**src/rtl/srr_pkg.sv**
```systemverilog
package srr_pkg;

	localparam logic [1:0] KIND_ACK     = 2'd0;
	localparam logic [1:0] KIND_DELIVER = 2'd1;
	localparam logic [1:0] KIND_RESEND  = 2'd2;
	localparam logic [1:0] KIND_DROPPED = 2'd3;

	typedef struct packed {
		logic [31:0] session_key;
		logic [31:0] packet_index;
		logic [31:0] sender_verified;
		logic [7:0]  command_code;
		logic [15:0] payload_tag;
	} in_item_t;

	typedef struct packed {
		logic [1:0]  kind;
		logic [31:0] seq_index;
		logic [31:0] range_end;
		logic [7:0]  command_out;
		logic [15:0] tag_out;
		logic        last_of_run;
	} out_item_t;

	// control broadcast along the cell row
	typedef struct packed {
		logic clr;
		logic ins;
		logic del;
	} cell_ctl_t;

endpackage

```
**src/rtl/srr_cell.sv**
```systemverilog
module srr_cell
	import srr_pkg::*;
#(
	parameter int IW = 32
) (
	input  logic          clk,
	input  logic          arst_n,
	input  cell_ctl_t     ctl,
	input  logic [IW-1:0] key,
	input  logic [7:0]    ins_cmd,
	input  logic [15:0]   ins_tag,
	input  logic          taken_in,
	output logic          taken_out,
	input  logic          hit_in,
	output logic          hit_out,
	input  logic [7:0]    cmd_in,
	output logic [7:0]    cmd_out,
	input  logic [15:0]   tag_in,
	output logic [15:0]   tag_out
);

	logic          valid_q;
	logic [IW-1:0] index_q;
	logic [7:0]    cmd_q;
	logic [15:0]   tag_q;
	logic          hit;
	logic          claim;

	assign hit       = valid_q && (index_q == key);
	// lowest free cell claims the insert, the rest see it taken
	assign claim     = ctl.ins && !taken_in && !valid_q;
	assign taken_out = taken_in | ~valid_q;
	assign hit_out   = hit_in | hit;
	assign cmd_out   = cmd_in | (hit ? cmd_q : 8'd0);
	assign tag_out   = tag_in | (hit ? tag_q : 16'd0);

	always_ff @(posedge clk or negedge arst_n) begin
		if (!arst_n) begin
			valid_q <= 1'b0;
		end else if (ctl.clr) begin
			valid_q <= 1'b0;
		end else if (claim) begin
			valid_q <= 1'b1;
		end else if (ctl.del && hit) begin
			valid_q <= 1'b0;
		end
	end

	always_ff @(posedge clk) begin
		if (claim) begin
			index_q <= key;
			cmd_q   <= ins_cmd;
			tag_q   <= ins_tag;
		end
	end

endmodule

```
**config.mk**
```make
export PLATFORM = sky130hd
export DESIGN_NAME = srr_cell
export DESIGN_NICKNAME = d
export VERILOG_FILES = /design/src/rtl/srr_pkg.sv /design/src/rtl/srr_cell.sv
export SDC_FILE = /design/constraint.sdc
export NUM_CORES = 1
export LEC_CHECK = 0
export CAP_MARGIN = 15
export CORE_ASPECT_RATIO = 0.75
export CORE_MARGIN = 1
export CORE_UTILIZATION = 41
export DETAILED_ROUTE_END_ITERATION = 12
export DONT_BUFFER_PORTS = 1
export GPL_TIMING_DRIVEN = 0
export PLACE_DENSITY_LB_ADDON = 0.3
export SYNTH_ARGS = -nofsm -noshare
export SYNTH_HDL_FRONTEND = slang
export SYNTH_SLANG_ARGS = --single-unit
export TNS_END_PERCENT = 20
```
**constraint.sdc**
```tcl
create_clock -name clk -period 5.56 [get_ports clk]
set_input_delay 0 -clock clk [delete_from_list [all_inputs] [get_ports clk]]
set_output_delay 0 -clock clk [all_outputs]
set_load 0.05 [all_outputs]
```
==> results of run 1 <==
==> worst reg2reg max path, delay by kind of cell (launching register included) <==
family | cells | cell delay [ns]
compound gates | 1 | 0.08
buf+inv | 2 | 0.79
flops | 1 | 0.38
xor+xnor | 1 | 0.17
simple gates | 3 | 1.31
==> state kept, by name, indices dropped and copies added (netlist names) <==
signal and cells:
cmd_q 8, index_q 32, tag_q 16, valid_q 1
==> worst max-delay path by stage <==
| stage | cells past startpoint | to | from | slack (ns) |
|---|---|---|---|---|
| 4_1_cts | 6 | tag_out[12] | index_q[25]$_DFFE_PP_ | 2.71 |
| 2_1_floorplan | 1 | cmd_q[0]$_DFFE_PP_ | valid_q$_DFFE_PN0P_ | 0.40 |
| 6_report | 7 | valid_q$_DFFE_PN0P_ | index_q[25]$_DFFE_PP_ | 2.72 |
| 5_1_grt | 7 | valid_q$_DFFE_PN0P_ | index_q[12]$_DFFE_PP_ | 2.55 |
| 3_3_place_gp | 1 | index_q[5]$_DFFE_PP_ | valid_q$_DFFE_PN0P_ | -0.67 |
| 3_5_place_dp | 6 | tag_out[12] | index_q[25]$_DFFE_PP_ | 3.08 |
==> synthesized netlist by cell type, types with 2 or more instances <==
| cell | instances | share of area (%) |
|---|---|---|
| sky130_fd_sc_hd__xnor2_1 | 21 | 7.9 |
| sky130_fd_sc_hd__nor4_1 | 2 | 0.54 |
| sky130_fd_sc_hd__a21o_1 | 19 | 6.1 |
| sky130_fd_sc_hd__xor2_1 | 11 | 4.1 |
| sky130_fd_sc_hd__nand4_1 | 5 | 1.3 |
| sky130_fd_sc_hd__edfxtp_1 | 56 | 72 |
| sky130_fd_sc_hd__buf_6 | 2 | 0.97 |
| sky130_fd_sc_hd__a21o_2 | 5 | 1.9 |
==> routing by layer <==
| layer | track usage [%] | routed length [um] | vias up |
|---|---|---|---|
| met3 | 7.457 | 307 | 8 |
| met1 | 17.97 | 1895 | 637 |
| li1 | - | - | 661 |
| met2 | 26.73 | 2316 | 70 |
| met4 | 6.653 | 62 | 0 |
| met5 | 0 | 0 | - |
==> final cells by class <==
class                           count  area [sq um]  share of cell area, %
Sequential cell                    57          1707                  52.42
Inverter                            1         3.754                 0.1153
Buffer                              2         22.52                 0.6918
Clock buffer                       11         131.4                  4.035
Clock inverter                      5         46.29                  1.422
Tap cell                           75         93.84                  2.882
Timing Repair Buffer               65         655.6                  20.14
Multi-Input combinational cell     73         595.6                  18.29
==> report_power, final <==
part,internal (mW),switching (mW),leakage [nW]
registers,0.495,0.00752,0.535
logic,0.0521,0.0630,0.590
clock network,0.202,0.143,0.0898
total,0.749,0.213,1.22
==> layout by cell type (no fill, tap or decap), drive strengths merged <==
cell / instances
a21o: 24
a31oi: 1
buf: 6
bufinv: 1
clkbuf: 11
clkinv: 4
dfrtp: 1
dlygate4sd3: 61
edfxtp: 56
inv: 1
nand2: 1
nand2b: 1
nand3: 1
nand4: 5
nor3: 1
nor3b: 1
nor4: 3
o21bai: 1
or2: 1
or4: 1
xnor2: 21
xor2: 11
==> stage by stage <==
step | hold slack, ns | setup WS, ns | TNS (ns) | util [%]
3_3_place_gp | -0.2956 | -0.6655 | -37.73 | 44.68
6_report | 0.04250 | 2.720 | 0 | 60.18
4_1_cts | 0.01822 | 2.708 | 0 | 60.18
5_1_grt | 0.01687 | 2.552 | 0 | 60.18
2_1_floorplan | -0.2956 | 0.3987 | 0 | -
3_5_place_dp | -0.2955 | 3.080 | 0 | 45.61
==> logic make-up (layout without fill, tap and decap cells) <==
kind of cell	Yosys count	in the layout	synth area share [%]
compound gates	26	26	8.616
buf+inv	3	84	1.131
xor+xnor	32	32	12.06
flops	57	57	73.45
simple gates	15	15	4.739
==> impl_metrics.yaml, run 1 <==
clock_network:
  clock_sinks: 57
  clkTransAtPathRegs_ns: 0.06
  cts_inserted_buffers: 9
  cts_resized: 0
  clock_tree_from_tritoncts: "done"
  clk_root_buffer_cell: "sky130_fd_sc_hd__clkbuf_8"
  hold_buf_cts: 61
  worst_skew_late_latency_ns: 0.32
  clk_path_buf_depth: 2
  cts_post_setup_buffers_inserted: 0
  clock_tree.htree_level_count: 3
timing:
  finalHoldViolCount: 0
  grt_setup_unrepaired: "no"
  min_period_over_period_pct: 51.09
  final_max_slew_viol_count: 0
  report.final.setup_viol: 0
  worst_slew_pin_slew_ns: 0.5920
  clock_period_minus_final_worst_setup_slack_ns: 2.840
  max_slew_margin_pct: 60.24
  finalClockSkew_ns: 0.005750
  fmax_mhz: 352.1
logic_synthesis:
  synth_edf_count: 56
  syn_nets: 220
  synth_async_sr_flop_share_pct: 1.754
  ys_seq_area_share_pct: 73.45
  yosysWarningCount: 0
  synth.ff_latch_count: 57
  ys_types: 20
  synthesis.area_sq_mm: 0.002323
  avgSynthCellArea_sq_um: 17.47
  post_synth_inst_count: 133
  ys.flop_type: "sky130_fd_sc_hd__edfxtp_1"
pwr:
  power_density_mw_per_mm2: 295.6
  design_power_total_uw: 962.2
  power.ir.vdd_worst_uv: 167.0
  total_leakage_power_nw: 1.215
route:
  drt_pass1_iterations: 4
  antenna_violating_nets_post_route: 0
  drt_first_iter_violations: 43
  route.detailed.drc: 0
  vias: 1376
  routed_wirelength_um: 4581
  avgViaCountPerCell: 4.761
  avgRoutedWirePerCell_um: 15.85
place:
  post_dp_cell_area_sq_mm: 0.002467
  hpwlAfterDp_um: 2926
  routabilityCongestion: 0.5937
  placed_cell_count: 212
  placement.io_buffers: 0
floorplanning:
  die_h_um: 67.20
  core.rowCount: 23
  ios: 113
  initial_cell_density_of_the_core_pct: 42.95
  core_area_sq_mm: 0.005410
  fp.dieW_um: 88.93
  fp.dieArea_sq_mm: 0.005975
worst_setup_path:
  worst-path-max-fanout: 10
  critical_path_arrival_ns: 3.04
  critical_path.reg2reg.startpoint: "index_q[25]$_DFFE_PP_"
  largest_delay_share_family_worst_path: "simple AND/OR/NAND/NOR gates"
  cp.required_ns: 5.76
  critical_path_class: "reg2reg"
  r2r_cells: 7
  reg2reg_to: "valid_q$_DFFE_PN0P_"
  cp_cell_sequence: "xnor2_1 -> nand4_1 -> or4_4 -> nor4_4 -> buf_6 -> a31oi_1 -> dlygate4sd3_1"
  rrSetupSlack_ns: 2.72
  worst_path_largest_cell_delay_ns: 0.60
  critical_path_buf_inv_count: 2
  crit_slowest_cell: "sky130_fd_sc_hd__nor4_4"
  timing.critical_path.to_type: "register"
  timing.critical_path.from_type: "register"
worst_hold_path:
  worst_hold_path_class: "in2reg"
  worst_hold_path.endpoint: "index_q[9]$_DFFE_PP_"
  hold_path_depth: 1
  worst_hold_startpoint: "ctl[1]"
global_routing:
  grt_usage_pct: 16.06
  largest_net_degree_at_the_start_of_global_routing: 15
  grt_pass1_wl_um: 6506
  initial_antenna_violation_count: 0
  globalRoute.totalOverflow: 0
  grt_pass1_vias: 1415
layout:
  synthToLayoutAreaGrowth_pct: 40.12
  n_antenna_cell: 0
  nNetsFinal: 296
  final_cell_count_no_fill: 289
  nFillCells: 413
  fraction_of_final_layout_cells_sized_beyond_drive_strength_1_pct: 12.15
  fin_area_sq_mm: 0.003256
status:
  outcome: "completed"
run:
  cap_violations: 0
Power figures use the tool's default switching activity.
==> run 2, diff against run 1 <==
==> constraint.sdc (replaced) <==
create_clock -name clk -period 2.4 [get_ports clk]
set_input_delay 0 -clock clk [delete_from_list [all_inputs] [get_ports clk]]
set_output_delay 0 -clock clk [all_outputs]
set_load 0.05 [all_outputs]
==> impl_metrics.yaml, run 2 (synthesized netlist as in run 1, its figures left out) <==
place:
  hpwlAfterDp_um: 2944
  routabilityCongestion: 0.6256
  post_dp_cell_area_sq_mm: 0.002471
  placement.io_buffers: 0
worst_setup_path:
  worst-path-max-fanout: 5
  critical_path_arrival_ns: 2.36
  critical_path_class: "reg2out"
  rrSetupSlack_ns: 0.40
  r2r_cells: 7
  critical_path.reg2reg.startpoint: "index_q[25]$_DFFE_PP_"
  cp.required_ns: 2.40
  reg2reg_to: "valid_q$_DFFE_PN0P_"
  timing.critical_path.to_type: "output pin"
  timing.critical_path.from_type: "register"
timing:
  report.final.setup_viol: 0
  grt_setup_unrepaired: "yes"
  clock_period_minus_final_worst_setup_slack_ns: 2.357
  finalClockSkew_ns: 0.007678
  setup-tns-final_ns: 0
  whs_ns: 0.08254
  finalHoldViolCount: 0
  min_period_over_period_pct: 98.21
  max_slew_margin_pct: 38.06
  final_max_slew_viol_count: 0
  fmax_mhz: 424.3
  worst_slew_pin_slew_ns: 0.9281
clock_network:
  clkTransAtPathRegs_ns: 0.06
  clk_path_buf_depth: 2
  clk_root_buffer_cell: "sky130_fd_sc_hd__clkbuf_8"
  worst_skew_late_latency_ns: 0.33
  cts_inserted_buffers: 9
  clock_tree.htree_level_count: 3
  clock_sinks: 57
  clock_tree_from_tritoncts: "done"
floorplanning:
  core.rowCount: 23
  fp.dieW_um: 88.93
  core_area_sq_mm: 0.005410
  die_h_um: 67.20
  initial_cell_density_of_the_core_pct: 42.95
  ios: 113
  fp.dieArea_sq_mm: 0.005975
layout:
  commonest_non_fill_non_tap_cells_in_the_layout: "sky130_fd_sc_hd__dlygate4sd3_1, sky130_fd_sc_hd__edfxtp_1, sky130_fd_sc_hd__xnor2_1, sky130_fd_sc_hd__a21o_4"
  fraction_of_final_layout_cells_sized_beyond_drive_strength_1_pct: 23.15
  regArea_sq_mm: 0.001707
  max_ffs_per_register: 32
  fin_area_sq_mm: 0.003427
  reg.largest.list: "index_q x32, tag_q x16, cmd_q x8"
  nNetsFinal: 298
  most_common_library_cell_in_the_layout_ignoring_fill_and_taps: "sky130_fd_sc_hd__dlygate4sd3_1"
  multiInputGateArea_sq_um: 706.9
  max_flop_register: "index_q"
  nFillCells: 384
  synthToLayoutAreaGrowth_pct: 47.50
  n_antenna_cell: 0
route:
  avgRoutedWirePerCell_um: 17.13
  vias: 1407
  drt_pass1_iterations: 3
  drt_first_iter_violations: 60
  route.detailed.drc: 0
  antenna_violating_nets_post_route: 0
  routed_wirelength_um: 4984
  avgViaCountPerCell: 4.835
pwr:
  power_density_mw_per_mm2: 697.9
  total_leakage_power_nw: 1.235
  power.ir.vdd_worst_uv: 545.1
global_routing:
  initial_antenna_violation_count: 0
  largest_net_degree_at_the_start_of_global_routing: 24
  grt_pass1_wl_um: 7044
  grt_usage_pct: 17.15
  globalRoute.totalOverflow: 0
  grt_pass1_vias: 1515
run:
  cap_violations: 0
worst_hold_path:
  worst_hold_startpoint: "ctl[1]"
  worst_hold_path_class: "in2reg"
  hold_path_depth: 1
  worst_hold_path.endpoint: "index_q[10]$_DFFE_PP_"
status:
  outcome: "completed"
[run 2: changes by cell type in the layout (fill, tap and decap cells not counted), sizes merged]
cell	delta
buf	+1
bufinv	+1
[run 2: power by group]
group | leakage (nW) | internal (mW) | switching (mW)
logic | 0.592 | 0.135 | 0.147
registers | 0.535 | 1.15 | 0.0192
clock network | 0.108 | 0.579 | 0.364
total | 1.23 | 1.86 | 0.530
[run 2: metal layers]
| layer | vias up | track usage, % | part of all wire [%] | wire length, um |
|---|---|---|---|---|
| li1 | 666 | - | - | - |
| met1 | 666 | 17.76 | 37 | 1850 |
| met2 | 65 | 30.77 | 54 | 2675 |
| met3 | 10 | 7.213 | 7.8 | 390 |
| met4 | 0 | 7.258 | 1.4 | 68 |
| met5 | - | 0 | 0 | 0 |
[run 2: area by class of cell]
type,count,area share (%)
timing repair buffer,67,19.93
inverter,1,0.1095
clock inverter,6,2.410
sequential,57,49.80
multi-input combinational,73,20.63
tap,75,2.738
clock buffer,10,3.724
buffer,2,0.6572
[run 2: worst max-delay path, stage by stage, from the launching register on]
cell and delay (ns):
sky130_fd_sc_hd__edfxtp_1 0.39, sky130_fd_sc_hd__xnor2_1 0.16, sky130_fd_sc_hd__nand4_1 0.12, sky130_fd_sc_hd__or4_4 0.58
sky130_fd_sc_hd__nor4_4 0.14, sky130_fd_sc_hd__buf_4 0.19, sky130_fd_sc_hd__buf_4 0.16, sky130_fd_sc_hd__a21o_2 0.29
[run 2: worst max path at each step]
stage / from / endpoint / slack [ns] / cells after the start
finish: index_q[25]$_DFFE_PP_ / cmd_out[1] / 0.04 / 7
global route: index_q[7]$_DFFE_PP_ / cmd_out[1] / -0.05 / 7
CTS: index_q[27]$_DFFE_PP_ / tag_out[12] / -0.02 / 6
detailed placement: index_q[27]$_DFFE_PP_ / tag_out[12] / -0.09 / 6
global placement: valid_q$_DFFE_PN0P_ / index_q[5]$_DFFE_PP_ / -0.33 / 1
floorplan: valid_q$_DFFE_PN0P_ / cmd_q[0]$_DFFE_PP_ / 0.06 / 1
[run 2: metrics by stage]
step,std cells,total power [mW],utilization (%),setup WS [ns]
after floorplan,133,1.346,-,0.05821
after global placement,208,1.359,44.89,-0.3302
after detailed placement,210,1.371,45.68,-0.08544
after CTS,289,2.402,61.56,-0.02045
after global routing,291,2.473,63.34,-0.05349
final,291,2.392,63.34,0.04301
[run 2: what timing repair did]
| action | in CTS | in global routing |
|---|---|---|
| gates resized for setup | 19 | 14 |
| buffers inserted | 2 | 1 |
| setup endpoints to repair | 25 | 25 |
| endpoints found under the hold margin | 71 | 0 |
| pin swaps | 1 | 3 |
| hold buffers | 61 | 0 |
| cloned | 0 | 1 |
==> run 3, diff against run 2 <==
==> constraint.sdc (replaced) <==
create_clock -name clk -period 2.27 [get_ports clk]
set_input_delay 0 -clock clk [delete_from_list [all_inputs] [get_ports clk]]
set_output_delay 0 -clock clk [all_outputs]
set_load 0.05 [all_outputs]
==> impl_metrics.yaml, run 3 (synthesized netlist as in run 1, its figures left out) <==
worst_hold_path:
  worst_hold_path_class: "in2reg"
  worst_hold_startpoint: "ctl[1]"
  hold_path_depth: 1
  worst_hold_path.endpoint: "tag_q[10]$_DFFE_PP_"
floorplanning:
  ios: 113
  fp.dieArea_sq_mm: 0.005975
  fp.dieW_um: 88.93
  core.rowCount: 23
  core_area_sq_mm: 0.005410
  initial_cell_density_of_the_core_pct: 42.95
  die_h_um: 67.20
worst_setup_path:
  cp_cell_sequence: "xnor2_1 -> nand4_1 -> or4_4 -> nor4_4 -> buf_6 -> buf_12 -> a21o_4"
  timing.critical_path.from_type: "register"
  worst-path-max-fanout: 10
  rrSetupSlack_ns: 0.37
  crit_slowest_cell: "sky130_fd_sc_hd__or4_4"
  reg2reg_to: "valid_q$_DFFE_PN0P_"
  cp.required_ns: 2.27
  critical_path_arrival_ns: 2.24
  critical_path.reg2reg.startpoint: "index_q[8]$_DFFE_PP_"
  worst_path_largest_cell_delay_ns: 0.55
  critical_path_class: "reg2out"
  timing.critical_path.to_type: "output pin"
  r2r_cells: 7
clock_network:
  cts_inserted_buffers: 9
  clock_sinks: 57
  clock_tree.htree_level_count: 3
  clock_tree_from_tritoncts: "done"
  clk_root_buffer_cell: "sky130_fd_sc_hd__clkbuf_8"
  worst_skew_late_latency_ns: 0.33
  clkTransAtPathRegs_ns: 0.06
  clk_path_buf_depth: 2
global_routing:
  globalRoute.totalOverflow: 0
  grt_pass1_wl_um: 7334
  grt_usage_pct: 17.79
  largest_net_degree_at_the_start_of_global_routing: 24
  initial_antenna_violation_count: 0
  grt_pass1_vias: 1521
timing:
  setup-tns-final_ns: 0
  fmax_mhz: 446.6
  report.final.setup_viol: 0
  final_max_slew_viol_count: 0
  finalHoldViolCount: 0
  grt_setup_unrepaired: "yes"
  min_period_over_period_pct: 98.64
  clock_period_minus_final_worst_setup_slack_ns: 2.239
  max_slew_margin_pct: 48.56
  worst_slew_pin_slew_ns: 0.7708
  whs_ns: 0.06485
  finalClockSkew_ns: 0.006126
layout:
  fin_area_sq_mm: 0.003476
  final_cell_count_no_fill: 289
  utilization_after_layout_pct: 64.25
  commonest_non_fill_non_tap_cells_in_the_layout: "sky130_fd_sc_hd__dlygate4sd3_1, sky130_fd_sc_hd__edfxtp_1, sky130_fd_sc_hd__xnor2_1, sky130_fd_sc_hd__a21o_4, sky130_fd_sc_hd__xor2_1"
  max_flop_register: "index_q"
  reg.largest.list: "index_q x32, tag_q x16, cmd_q x8"
  n_antenna_cell: 0
  nNetsFinal: 296
  fraction_of_final_layout_cells_sized_beyond_drive_strength_1_pct: 22.90
  max_ffs_per_register: 32
  nFillCells: 382
  most_common_library_cell_in_the_layout_ignoring_fill_and_taps: "sky130_fd_sc_hd__dlygate4sd3_1"
  synthToLayoutAreaGrowth_pct: 49.60
place:
  post_dp_cell_area_sq_mm: 0.002459
  placement.io_buffers: 0
  routabilityCongestion: 0.6450
  placed_cell_count: 210
route:
  avgViaCountPerCell: 4.803
  vias: 1388
  route.detailed.drc: 0
  drt_pass1_iterations: 4
  antenna_violating_nets_post_route: 0
  drt_first_iter_violations: 41
  routed_wirelength_um: 4945
  avgRoutedWirePerCell_um: 17.11
pwr:
  power_density_mw_per_mm2: 732.5
  total_leakage_power_nw: 1.229
  power.ir.vdd_worst_uv: 440.4
status:
  outcome: "completed"
run:
  cap_violations: 0
[run 3: routing by layer]
metal  part of all wire (%)  vias to the layer above  GRT usage, %
met5                      0                        -             0
met4                   0.85                        0         4.839
met3                    8.8                        5         9.046
li1                       -                      661             -
met1                     38                      650         19.98
met2                     52                       72         30.10
[run 3: worst max-delay path by stage]
stage,start,to,cells after the start
3_3_place_gp,valid_q$_DFFE_PN0P_,index_q[5]$_DFFE_PP_,1
6_report,index_q[8]$_DFFE_PP_,tag_out[6],7
3_5_place_dp,index_q[7]$_DFFE_PP_,tag_out[10],6
4_1_cts,index_q[8]$_DFFE_PP_,tag_out[10],7
5_1_grt,index_q[28]$_DFFE_PP_,tag_out[6],7
2_1_floorplan,valid_q$_DFFE_PN0P_,cmd_q[0]$_DFFE_PP_,1
[run 3: layout make-up]
class	count	area, sq um	share of cell area, %
buffer	2	40.04	1.152
clock buffer	11	131.4	3.780
clock inverter	5	80.08	2.304
inverter	1	3.754	0.1080
multi-input combinational	73	760.7	21.89
sequential	57	1707	49.10
tap	75	93.84	2.700
timing repair buffer	65	659.4	18.97
[run 3: critical path, delay by kind of cell (launching register included)]
family,cells,cell delay [ns]
DFF,1,0.37
buffers and inverters,2,0.33
AOI/OAI and AO/OA,1,0.21
xor gates and xnor gates,1,0.17
and+or+nand+nor,3,0.82
[run 3: power breakdown]
group / switching (mW) / internal [mW] / total, mW
clock: 0.394 / 0.617 / 1.01
combinational: 0.155 / 0.146 / 0.300
sequential: 0.0221 / 1.21 / 1.24
total: 0.570 / 1.98 / 2.55
[run 3: repair_timing]
action                     CTS  global route
hold buffers                61             0
setup endpoints to repair   26            25
hold endpoints to repair    69             0
gates resized for setup     44             2
pin swaps                   12             9
setup buffers                2             0
[run 3: metrics by stage]
stage | total power, mW | setup slack [ns]
floorplan | 1.423 | -0.07179
global placement | 1.437 | -0.4762
detailed placement | 1.447 | -0.2454
CTS | 2.560 | 0.004857
global route | 2.636 | -0.1230
finish | 2.546 | 0.03092
